--- src/design/assert_macros.svh ---
// assertion macros for the rtl files (included by the rgb to fixed palette index core)
`ifndef ASSERT_MACROS_SVH
`define ASSERT_MACROS_SVH

// condition holds at every clock edge out of reset
`define ASSERT_ALWAYS(label, cond) \
    label: assert property (@(posedge clk) disable iff (!rst_n) (cond)) \
        else $error("assertion failed: label");

// antecedent on one edge implies consequent on the next edge
`define ASSERT_NEXT(label, ante, cons) \
    label: assert property (@(posedge clk) disable iff (!rst_n) (ante) |=> (cons)) \
        else $error("assertion failed: label");

`endif

--- src/design/rgbpal_pkg.sv ---
// package for the rgb to fixed palette index core: constants, types, helper functions
`default_nettype none

package rgbpal_pkg;

    localparam int CHAN_W  = 8;
    localparam int SQ_W    = 2 * CHAN_W;
    localparam int WSQ_W   = SQ_W + CHAN_W;
    localparam int INDEX_W = 12;
    localparam int NUM_CH  = 3;
    localparam int NUM_LVL = 3;
    localparam int CFG_IDX_W = 3;

    // channel slots inside the per-channel arrays
    localparam int CH_RED   = 0;
    localparam int CH_GREEN = 1;
    localparam int CH_BLUE  = 2;

    // cube levels
    localparam logic [CHAN_W-1:0] LEVEL_LOW  = 8'd0;
    localparam logic [CHAN_W-1:0] LEVEL_MID  = 8'd96;
    localparam logic [CHAN_W-1:0] LEVEL_HIGH = 8'd255;

    // cube index strides: i = g*9 + r*3 + b
    localparam logic [INDEX_W-1:0] STRIDE_G = 12'd9;
    localparam logic [INDEX_W-1:0] STRIDE_R = 12'd3;

    // register indexes of the configuration port
    localparam logic [CFG_IDX_W-1:0] REG_PALETTE_TYPE   = 3'd0;
    localparam logic [CFG_IDX_W-1:0] REG_MATCH_MODE     = 3'd1;
    localparam logic [CFG_IDX_W-1:0] REG_WEIGHT_RED     = 3'd2;
    localparam logic [CFG_IDX_W-1:0] REG_WEIGHT_GREEN   = 3'd3;
    localparam logic [CFG_IDX_W-1:0] REG_WEIGHT_BLUE    = 3'd4;
    localparam logic [CFG_IDX_W-1:0] REG_THRESHOLD_LOW  = 3'd5;
    localparam logic [CFG_IDX_W-1:0] REG_THRESHOLD_HIGH = 3'd6;

    // register codes
    localparam logic PALETTE_CUBE  = 1'b0;
    localparam logic PALETTE_12BIT = 1'b1;
    localparam logic MODE_DISTANCE = 1'b0;
    localparam logic MODE_CLAMP    = 1'b1;

    // reset values
    localparam logic [CHAN_W-1:0] WEIGHT_RESET   = 8'd1;
    localparam logic [CHAN_W-1:0] THRESH_LO_RESET = 8'd85;
    localparam logic [CHAN_W-1:0] THRESH_HI_RESET = 8'd170;

    typedef logic [1:0] level_sel_t;
    typedef logic [NUM_LVL-1:0][SQ_W-1:0]  sq_row_t;
    typedef logic [NUM_LVL-1:0][WSQ_W-1:0] wsq_row_t;

    function automatic logic [CHAN_W-1:0] level_of(input level_sel_t sel);
        logic [CHAN_W-1:0] lev;
        unique case (sel)
            2'd0:    lev = LEVEL_LOW;
            2'd1:    lev = LEVEL_MID;
            default: lev = LEVEL_HIGH;
        endcase
        return lev;
    endfunction

    // cube index from per-channel level selects
    function automatic logic [INDEX_W-1:0] cube_index(input level_sel_t r,
                                                      input level_sel_t g,
                                                      input level_sel_t b);
        return ({10'd0, g} * STRIDE_G) + ({10'd0, r} * STRIDE_R) + {10'd0, b};
    endfunction

    // band of one channel in clamp mode, upper test first
    function automatic level_sel_t band_of(input logic [CHAN_W-1:0] ch,
                                           input logic [CHAN_W-1:0] th_lo,
                                           input logic [CHAN_W-1:0] th_hi);
        level_sel_t band;
        priority if (ch > th_hi)
            band = 2'd2;
        else if (ch > th_lo)
            band = 2'd1;
        else
            band = 2'd0;
        return band;
    endfunction

endpackage

`default_nettype wire

--- src/design/rgb_to_fixed_palette_index_core.sv ---
// rgb to fixed palette index core: four-stage pipeline from pixel word to palette index
//
//  channel | signals                               | word
//  --------+---------------------------------------+-------------------------------
//  pixel   | s_axis_tvalid/tready/tdata[23:0]      | red, green, blue
//  index   | m_axis_tvalid/tready/tdata[15:0]      | color_index (12 bits, zero pad)
//  config  | cfg_valid/cfg_ready/cfg_index/cfg_data| register index, 8-bit value
//
// one pixel per clock while the output is not stalled; each pixel passes four registered stages:
// squared level differences, weight multiply, per-channel minimum, output register.
// the distance is separable, so the first minimum of the cube is the first minimum
// of each channel on its own. each stage holds its word until the next one frees,
// so a stall on the output loses nothing and bubbles collapse.
// reset clears the valid bits and loads the register defaults; cfg_ready stays high,
// so a config write is taken on every clock that cfg_valid is high.
`default_nettype none

module rgb_to_fixed_palette_index_core (
    input  wire logic                                clk,
    input  wire logic                                rst_n,
    input  wire logic                                s_axis_tvalid,
    output logic                                     s_axis_tready,
    input  wire logic [23:0]                         s_axis_tdata,  // red, green, blue
    output logic                                     m_axis_tvalid,
    input  wire logic                                m_axis_tready,
    output logic [15:0]                              m_axis_tdata,  // color_index, zero pad
    input  wire logic                                cfg_valid,
    output logic                                     cfg_ready,
    input  wire logic [rgbpal_pkg::CFG_IDX_W-1:0]    cfg_index,
    input  wire logic [7:0]                          cfg_data
);

`include "assert_macros.svh"

    localparam int NC = rgbpal_pkg::NUM_CH;
    localparam int NL = rgbpal_pkg::NUM_LVL;

    // configuration registers
    logic                              palette_type_reg;
    logic                              match_mode_reg;
    logic [NC-1:0][rgbpal_pkg::CHAN_W-1:0] weight_reg;
    logic [rgbpal_pkg::CHAN_W-1:0]     threshold_low_reg;
    logic [rgbpal_pkg::CHAN_W-1:0]     threshold_high_reg;

    assign cfg_ready = 1'b1;

    always_ff @(posedge clk or negedge rst_n)
    begin
        if (!rst_n)
        begin
            palette_type_reg   <= rgbpal_pkg::PALETTE_CUBE;
            match_mode_reg     <= rgbpal_pkg::MODE_DISTANCE;
            weight_reg         <= {NC{rgbpal_pkg::WEIGHT_RESET}};
            threshold_low_reg  <= rgbpal_pkg::THRESH_LO_RESET;
            threshold_high_reg <= rgbpal_pkg::THRESH_HI_RESET;
        end
        else if (cfg_valid && cfg_ready)
        begin
            unique case (cfg_index)
                rgbpal_pkg::REG_PALETTE_TYPE:   palette_type_reg <= cfg_data[0];
                rgbpal_pkg::REG_MATCH_MODE:     match_mode_reg <= cfg_data[0];
                rgbpal_pkg::REG_WEIGHT_RED:     weight_reg[rgbpal_pkg::CH_RED] <= cfg_data;
                rgbpal_pkg::REG_WEIGHT_GREEN:   weight_reg[rgbpal_pkg::CH_GREEN] <= cfg_data;
                rgbpal_pkg::REG_WEIGHT_BLUE:    weight_reg[rgbpal_pkg::CH_BLUE] <= cfg_data;
                rgbpal_pkg::REG_THRESHOLD_LOW:  threshold_low_reg <= cfg_data;
                rgbpal_pkg::REG_THRESHOLD_HIGH: threshold_high_reg <= cfg_data;
                default:                        ;
            endcase
        end
    end

    // stage valid bits and enables
    logic v1_reg, v2_reg, v3_reg, v4_reg;
    logic en1, en2, en3, en4;

    assign en4 = !v4_reg || m_axis_tready;
    assign en3 = !v3_reg || en4;
    assign en2 = !v2_reg || en3;
    assign en1 = !v1_reg || en2;
    assign s_axis_tready = en1;

    always_ff @(posedge clk or negedge rst_n)
    begin
        if (!rst_n)
        begin
            v1_reg <= 1'b0;
            v2_reg <= 1'b0;
            v3_reg <= 1'b0;
            v4_reg <= 1'b0;
        end
        else
        begin
            if (en1)
                v1_reg <= s_axis_tvalid;
            if (en2)
                v2_reg <= v1_reg;
            if (en3)
                v3_reg <= v2_reg;
            if (en4)
                v4_reg <= v3_reg;
        end
    end

    // stage 1: squared differences to each level, plus the non-search index
    logic [NC-1:0][rgbpal_pkg::CHAN_W-1:0] pix;
    rgbpal_pkg::sq_row_t [NC-1:0]          sq_next;
    rgbpal_pkg::sq_row_t [NC-1:0]          sq1_reg;
    logic [rgbpal_pkg::INDEX_W-1:0]        alt_next;
    logic                                  use_alt_next;
    logic [rgbpal_pkg::INDEX_W-1:0]        alt1_reg;
    logic                                  use_alt1_reg;
    logic                                  cube1_reg;

    assign pix[rgbpal_pkg::CH_RED]   = s_axis_tdata[7:0];
    assign pix[rgbpal_pkg::CH_GREEN] = s_axis_tdata[15:8];
    assign pix[rgbpal_pkg::CH_BLUE]  = s_axis_tdata[23:16];

    always_comb
    begin
        logic [rgbpal_pkg::CHAN_W-1:0] lev;
        logic [rgbpal_pkg::CHAN_W-1:0] d;
        for (int c = 0; c < NC; c++)
        begin
            for (int l = 0; l < NL; l++)
            begin
                lev = rgbpal_pkg::level_of(rgbpal_pkg::level_sel_t'(l));
                d   = (pix[c] > lev) ? (pix[c] - lev) : (lev - pix[c]);
                sq_next[c][l] = {8'd0, d} * {8'd0, d};
            end
        end
    end

    always_comb
    begin
        use_alt_next = (palette_type_reg == rgbpal_pkg::PALETTE_12BIT) ||
                       (match_mode_reg == rgbpal_pkg::MODE_CLAMP);
        if (palette_type_reg == rgbpal_pkg::PALETTE_12BIT)
            alt_next = {pix[rgbpal_pkg::CH_GREEN][7:4], pix[rgbpal_pkg::CH_BLUE][7:4],
                        pix[rgbpal_pkg::CH_RED][7:4]};
        else
            alt_next = rgbpal_pkg::cube_index(
                rgbpal_pkg::band_of(pix[rgbpal_pkg::CH_RED], threshold_low_reg,
                                    threshold_high_reg),
                rgbpal_pkg::band_of(pix[rgbpal_pkg::CH_GREEN], threshold_low_reg,
                                    threshold_high_reg),
                rgbpal_pkg::band_of(pix[rgbpal_pkg::CH_BLUE], threshold_low_reg,
                                    threshold_high_reg));
    end

    always_ff @(posedge clk)
    begin
        if (en1 && s_axis_tvalid)
        begin
            sq1_reg      <= sq_next;
            alt1_reg     <= alt_next;
            use_alt1_reg <= use_alt_next;
            cube1_reg    <= (palette_type_reg == rgbpal_pkg::PALETTE_CUBE);
        end
    end

    // stage 2: weight multiply
    rgbpal_pkg::wsq_row_t [NC-1:0]  wsq_next;
    rgbpal_pkg::wsq_row_t [NC-1:0]  wsq2_reg;
    logic [rgbpal_pkg::INDEX_W-1:0] alt2_reg;
    logic                           use_alt2_reg;
    logic                           cube2_reg;

    always_comb
    begin
        for (int c = 0; c < NC; c++)
        begin
            for (int l = 0; l < NL; l++)
                wsq_next[c][l] = {16'd0, weight_reg[c]} * {8'd0, sq1_reg[c][l]};
        end
    end

    always_ff @(posedge clk)
    begin
        if (en2 && v1_reg)
        begin
            wsq2_reg     <= wsq_next;
            alt2_reg     <= alt1_reg;
            use_alt2_reg <= use_alt1_reg;
            cube2_reg    <= cube1_reg;
        end
    end

    // stage 3: first minimum per channel, then the cube index
    rgbpal_pkg::level_sel_t [NC-1:0] sel_next;
    logic [rgbpal_pkg::INDEX_W-1:0]  idx_next;
    logic [rgbpal_pkg::INDEX_W-1:0]  idx3_reg;
    logic                            cube3_reg;

    always_comb
    begin
        logic [rgbpal_pkg::WSQ_W-1:0] best;
        for (int c = 0; c < NC; c++)
        begin
            best        = wsq2_reg[c][0];
            sel_next[c] = 2'd0;
            if (wsq2_reg[c][1] < best)
            begin
                best        = wsq2_reg[c][1];
                sel_next[c] = 2'd1;
            end
            if (wsq2_reg[c][2] < best)
                sel_next[c] = 2'd2;
        end
        if (use_alt2_reg)
            idx_next = alt2_reg;
        else
            idx_next = rgbpal_pkg::cube_index(sel_next[rgbpal_pkg::CH_RED],
                                              sel_next[rgbpal_pkg::CH_GREEN],
                                              sel_next[rgbpal_pkg::CH_BLUE]);
    end

    always_ff @(posedge clk)
    begin
        if (en3 && v2_reg)
        begin
            idx3_reg  <= idx_next;
            cube3_reg <= cube2_reg;
        end
    end

    // stage 4: output register
    logic [rgbpal_pkg::INDEX_W-1:0] color_index_reg;
    logic                           cube4_reg;

    always_ff @(posedge clk)
    begin
        if (en4 && v3_reg)
        begin
            color_index_reg <= idx3_reg;
            cube4_reg       <= cube3_reg;
        end
    end

    assign m_axis_tvalid = v4_reg;
    assign m_axis_tdata  = {4'd0, color_index_reg};

    // an empty output register always lets a pixel in
    `ASSERT_ALWAYS(a_ready_when_empty, !v4_reg |-> s_axis_tready)

    // a cube word never leaves with an index past the last cube entry
    `ASSERT_ALWAYS(a_cube_range, (v4_reg && cube4_reg) |-> (color_index_reg < 12'd27))

    // a word in stage 3 that moves on shows up in the output register
    `ASSERT_NEXT(a_stage3_advance, v3_reg && en4, v4_reg)

endmodule

`default_nettype wire
--- config.mk ---
export PLATFORM = sky130hd
export DESIGN_NAME = rgb_to_fixed_palette_index_core
export DESIGN_NICKNAME = d
export VERILOG_FILES = /design/src/design/rgbpal_pkg.sv /design/src/design/rgb_to_fixed_palette_index_core.sv
export VERILOG_INCLUDE_DIRS = /design/src /design/src/design
export SDC_FILE = /design/constraint.sdc
export NUM_CORES = 2
export LEC_CHECK = 0
export ABC_AREA = 1
export BUFFER_PORTS_ARGS = -buffer_cell sky130_fd_sc_hd__buf_2
export CAP_MARGIN = 20
export CORE_AREA = 4 4 568 289
export CTS_BUF_LIST = sky130_fd_sc_hd__clkbuf_2 sky130_fd_sc_hd__clkbuf_4 sky130_fd_sc_hd__clkbuf_8
export CTS_CLUSTER_DIAMETER = 200
export DETAILED_ROUTE_END_ITERATION = 16
export DIE_AREA = 0 0 572 293
export PLACE_DENSITY = 0.65
export RECOVER_POWER = 100
export SYNTH_ARGS = -nofsm -noshare
export SYNTH_HDL_FRONTEND = slang
export SYNTH_SLANG_ARGS = --single-unit
--- constraint.sdc ---
create_clock -name clk -period 9.83 [get_ports clk]
set_input_delay 0.983 -clock clk [delete_from_list [all_inputs] [get_ports clk]]
set_output_delay 0.983 -clock clk [all_outputs]
set_load 0.02 [all_outputs]
==> results.md <==
- Status: finished with violations
- Failing checks: max-capacitance violations, max-slew violations
- CP max stage delay: 870 ps
- Largest delay share family, worst path: compound AO/OA/AOI/OAI gates
- Crit path buf inv count: 4
- Layout area overhead: 4.87%
- Gr ovfl total: 0
- Post-DRT Antenna Nets: 0
- Total of max-cap violations: 13
- Crit Path Category: reg2reg
- Clk root buf: clkbuf_8
- Largest register FFs: 207
- Die ar.: 168000 µm²
- # IOs: 59
- Initial antenna violation count: 20
- Pin count of the biggest net entering global routing: 85
- Sequential-to-total area share from yosys stat: 18.8%
- TritonCTS Buffers: 75
- Fmax achieved: 142 MHz
- Slew Viols, Final: 648
- Vias in the first global route: 52100
- Final Skew: 44.1 ps
- Num Clock Sinks: 432
- Layout cells sized above 1: 3.09%
- Filler-free cell count of the finished design: 10200
- Detail Placement HPWL: 150000 µm
- Initial DRT Pass Iterations: 6
- Worst Max-Slew Pin Slew: 3870 ps
- Syn Inst Count: 8111
- Netlist cell types: 57
- Gr usage total: 21.9%
- First-pass GRT wire length: 292000 µm
- Starting Density: 42.6%
- Final Hold Fails: 0
- Area after DPL: 69800 µm²
- Final nets: 9789
- Post-cts resize count: 0
- Worst-path fanout max: 27
- EDFF count, synth: 386
- Die width: 572 µm
- Placer Congestion: 0.949
- # Post-CTS Setup Buffers: 0
- Final Worst Setup Slack: 2770 ps
- Critical Path RT: 10270 ps
- Critical path startpoint category: register
- Synth warnings: 0
- H-tree depth: 3
- Final period util: 71.9%
- DR WL/cell: 18.0 µm
- Area contributors post-synth: fa_1 27%, edfxtp_1 17%, ha_1 16%
- # placed instances: 10000
- Minimum clock period: 7060 ps
- Mapped cell area: 68000 µm²
- HP Class: reg2reg
- Initial DRC count: 4709
- DRC viols: 0
- Async set-reset flop share out of synthesis: 10.6%
- Worst skew pair latency: 750 ps
- Via count: 52400
- Top cell type's share of synthesized area: 27.2%
- TNS Setup: 0 ps
- CP max-delay cell: clkbuf_1
- Port bufs: 53
- Hold buffers post-CTS: 0
- Drt total wl: 182000 µm
- Core Region: 159000 µm²
- CTS tree: built
- Post-route cell area: 71300 µm²
- CTS clock-pin slew for the worst setup and hold paths: 70 ps
- Synth area leader: fa_1
- Vias per cell: 5.16
- FF+latch count, synth: 432
- Main flop type after synthesis: edfxtp_1
- Crit. End Element: register
- Slew HR: -159%
- Cell Rows: 104
- Max clock buf depth: 3
- Pre-CTS setup slack: 3200 ps
- Syn_area_per_cell: 8.38 µm²
- RSZ-0062 raised after global routing: no
- Count of final setup violators: 0
- Die height: 293 µm
- Critical path arrival: 7500 ps
==> stage by stage <==
step,hold WS [ps],utilization [%]
3_3_place_gp,404,43.8
6_report,418,44.7
3_5_place_dp,407,43.8
2_1_floorplan,400,-
4_1_cts,354,44.8
5_1_grt,429,44.7
==> logic make-up after synthesis <==
group	share of synthesized area, %
buffers and inverters	12.6
DFF	18.8
and+or+nand+nor	14.8
adders and majority gates	42.8
AOI/OAI and AO/OA	6.89
xor gates and xnor gates	4.12
other	0.0110
==> layout make-up <==
cell class | count | area [µm²]
timing repair buffer | 88 | 450
multi-input combinational | 5468 | 46600
clock inverter | 31 | 302
fill | 15400 | 88100
inverter | 1910 | 7170
tap | 2120 | 2650
sequential | 432 | 12800
antenna | 5 | 12.5
clock buffer | 104 | 1300
==> cell usage in the layout (no fill, tap or decap), drive strengths merged, types with 3 or more instances in the layout <==
cell	n
inv	1910
nand2	1865
fa	922
ha	852
nor2	413
edfxtp	386
a21oi	363
o21ai	300
xor2	214
clkbuf	140
nand3	125
xnor2	103
buf	52
nand4	47
nor3	44
dfrtp	35
a21o	30
a31oi	26
o21a	23
o211ai	22
o21bai	20
clkinv	20
conb	19
o31ai	14
o2111ai	13
nor4	12
dfstp	11
o221ai	8
a211oi	6
clkinvlp	6
diode	5
and3	5
bufinv	5
or2	4
nand3b	3
a221oi	3
nor3b	3
o22ai	3
and2	3
==> path summary, 6_finish.rpt <==
kind | startpoint | to | slack (ps) | depth (start not counted)
max in group asynchronous | rst_n | threshold_low_reg[1] | 6760 | 2
worst max register to register | wsq2_reg[119] | idx3_reg[4] | 2770 | 25
worst min register to register | alt1_reg[4] | alt2_reg[4] | 420 | 0
worst min-delay path | alt1_reg[4] | alt2_reg[4] | 420 | 0
worst max-delay path | wsq2_reg[119] | idx3_reg[4] | 2770 | 25
min in group asynchronous | rst_n | v1_reg | 1330 | 2
==> layer usage <==
layer  routed length [µm]  global-route usage (%)  part of all wire, %
met2                67600                    28.4                   37
met5                   35                       0                0.019
met3                20600                    5.53                   11
met1                91500                    36.1                   50
met4                 2800                    3.73                  1.5
==> synthesized netlist by cell type (11+ instances only) <==
cell	count
o21ai_0	281
nor2_1	400
nand2_1	1852
dfstp_2	11
ha_1	852
o2111ai_1	13
nand2_2	11
xnor2_1	103
inv_1	1886
nand3_1	121
o21ai_1	11
a21oi_1	359
o211ai_1	22
dfrtp_1	35
edfxtp_1	386
clkbuf_2	97
o31ai_1	14
nor4_1	12
a31oi_1	26
o21bai_1	19
xor2_1	211
o21a_1	23
clkbuf_1	202
nor3_1	42
nand4_1	47
a21o_1	30
inv_2	23
fa_1	922
Power is left out: the tool's default activity adds up to more than one toggle a clock period on the data nets, which glitch-free logic cannot reach.
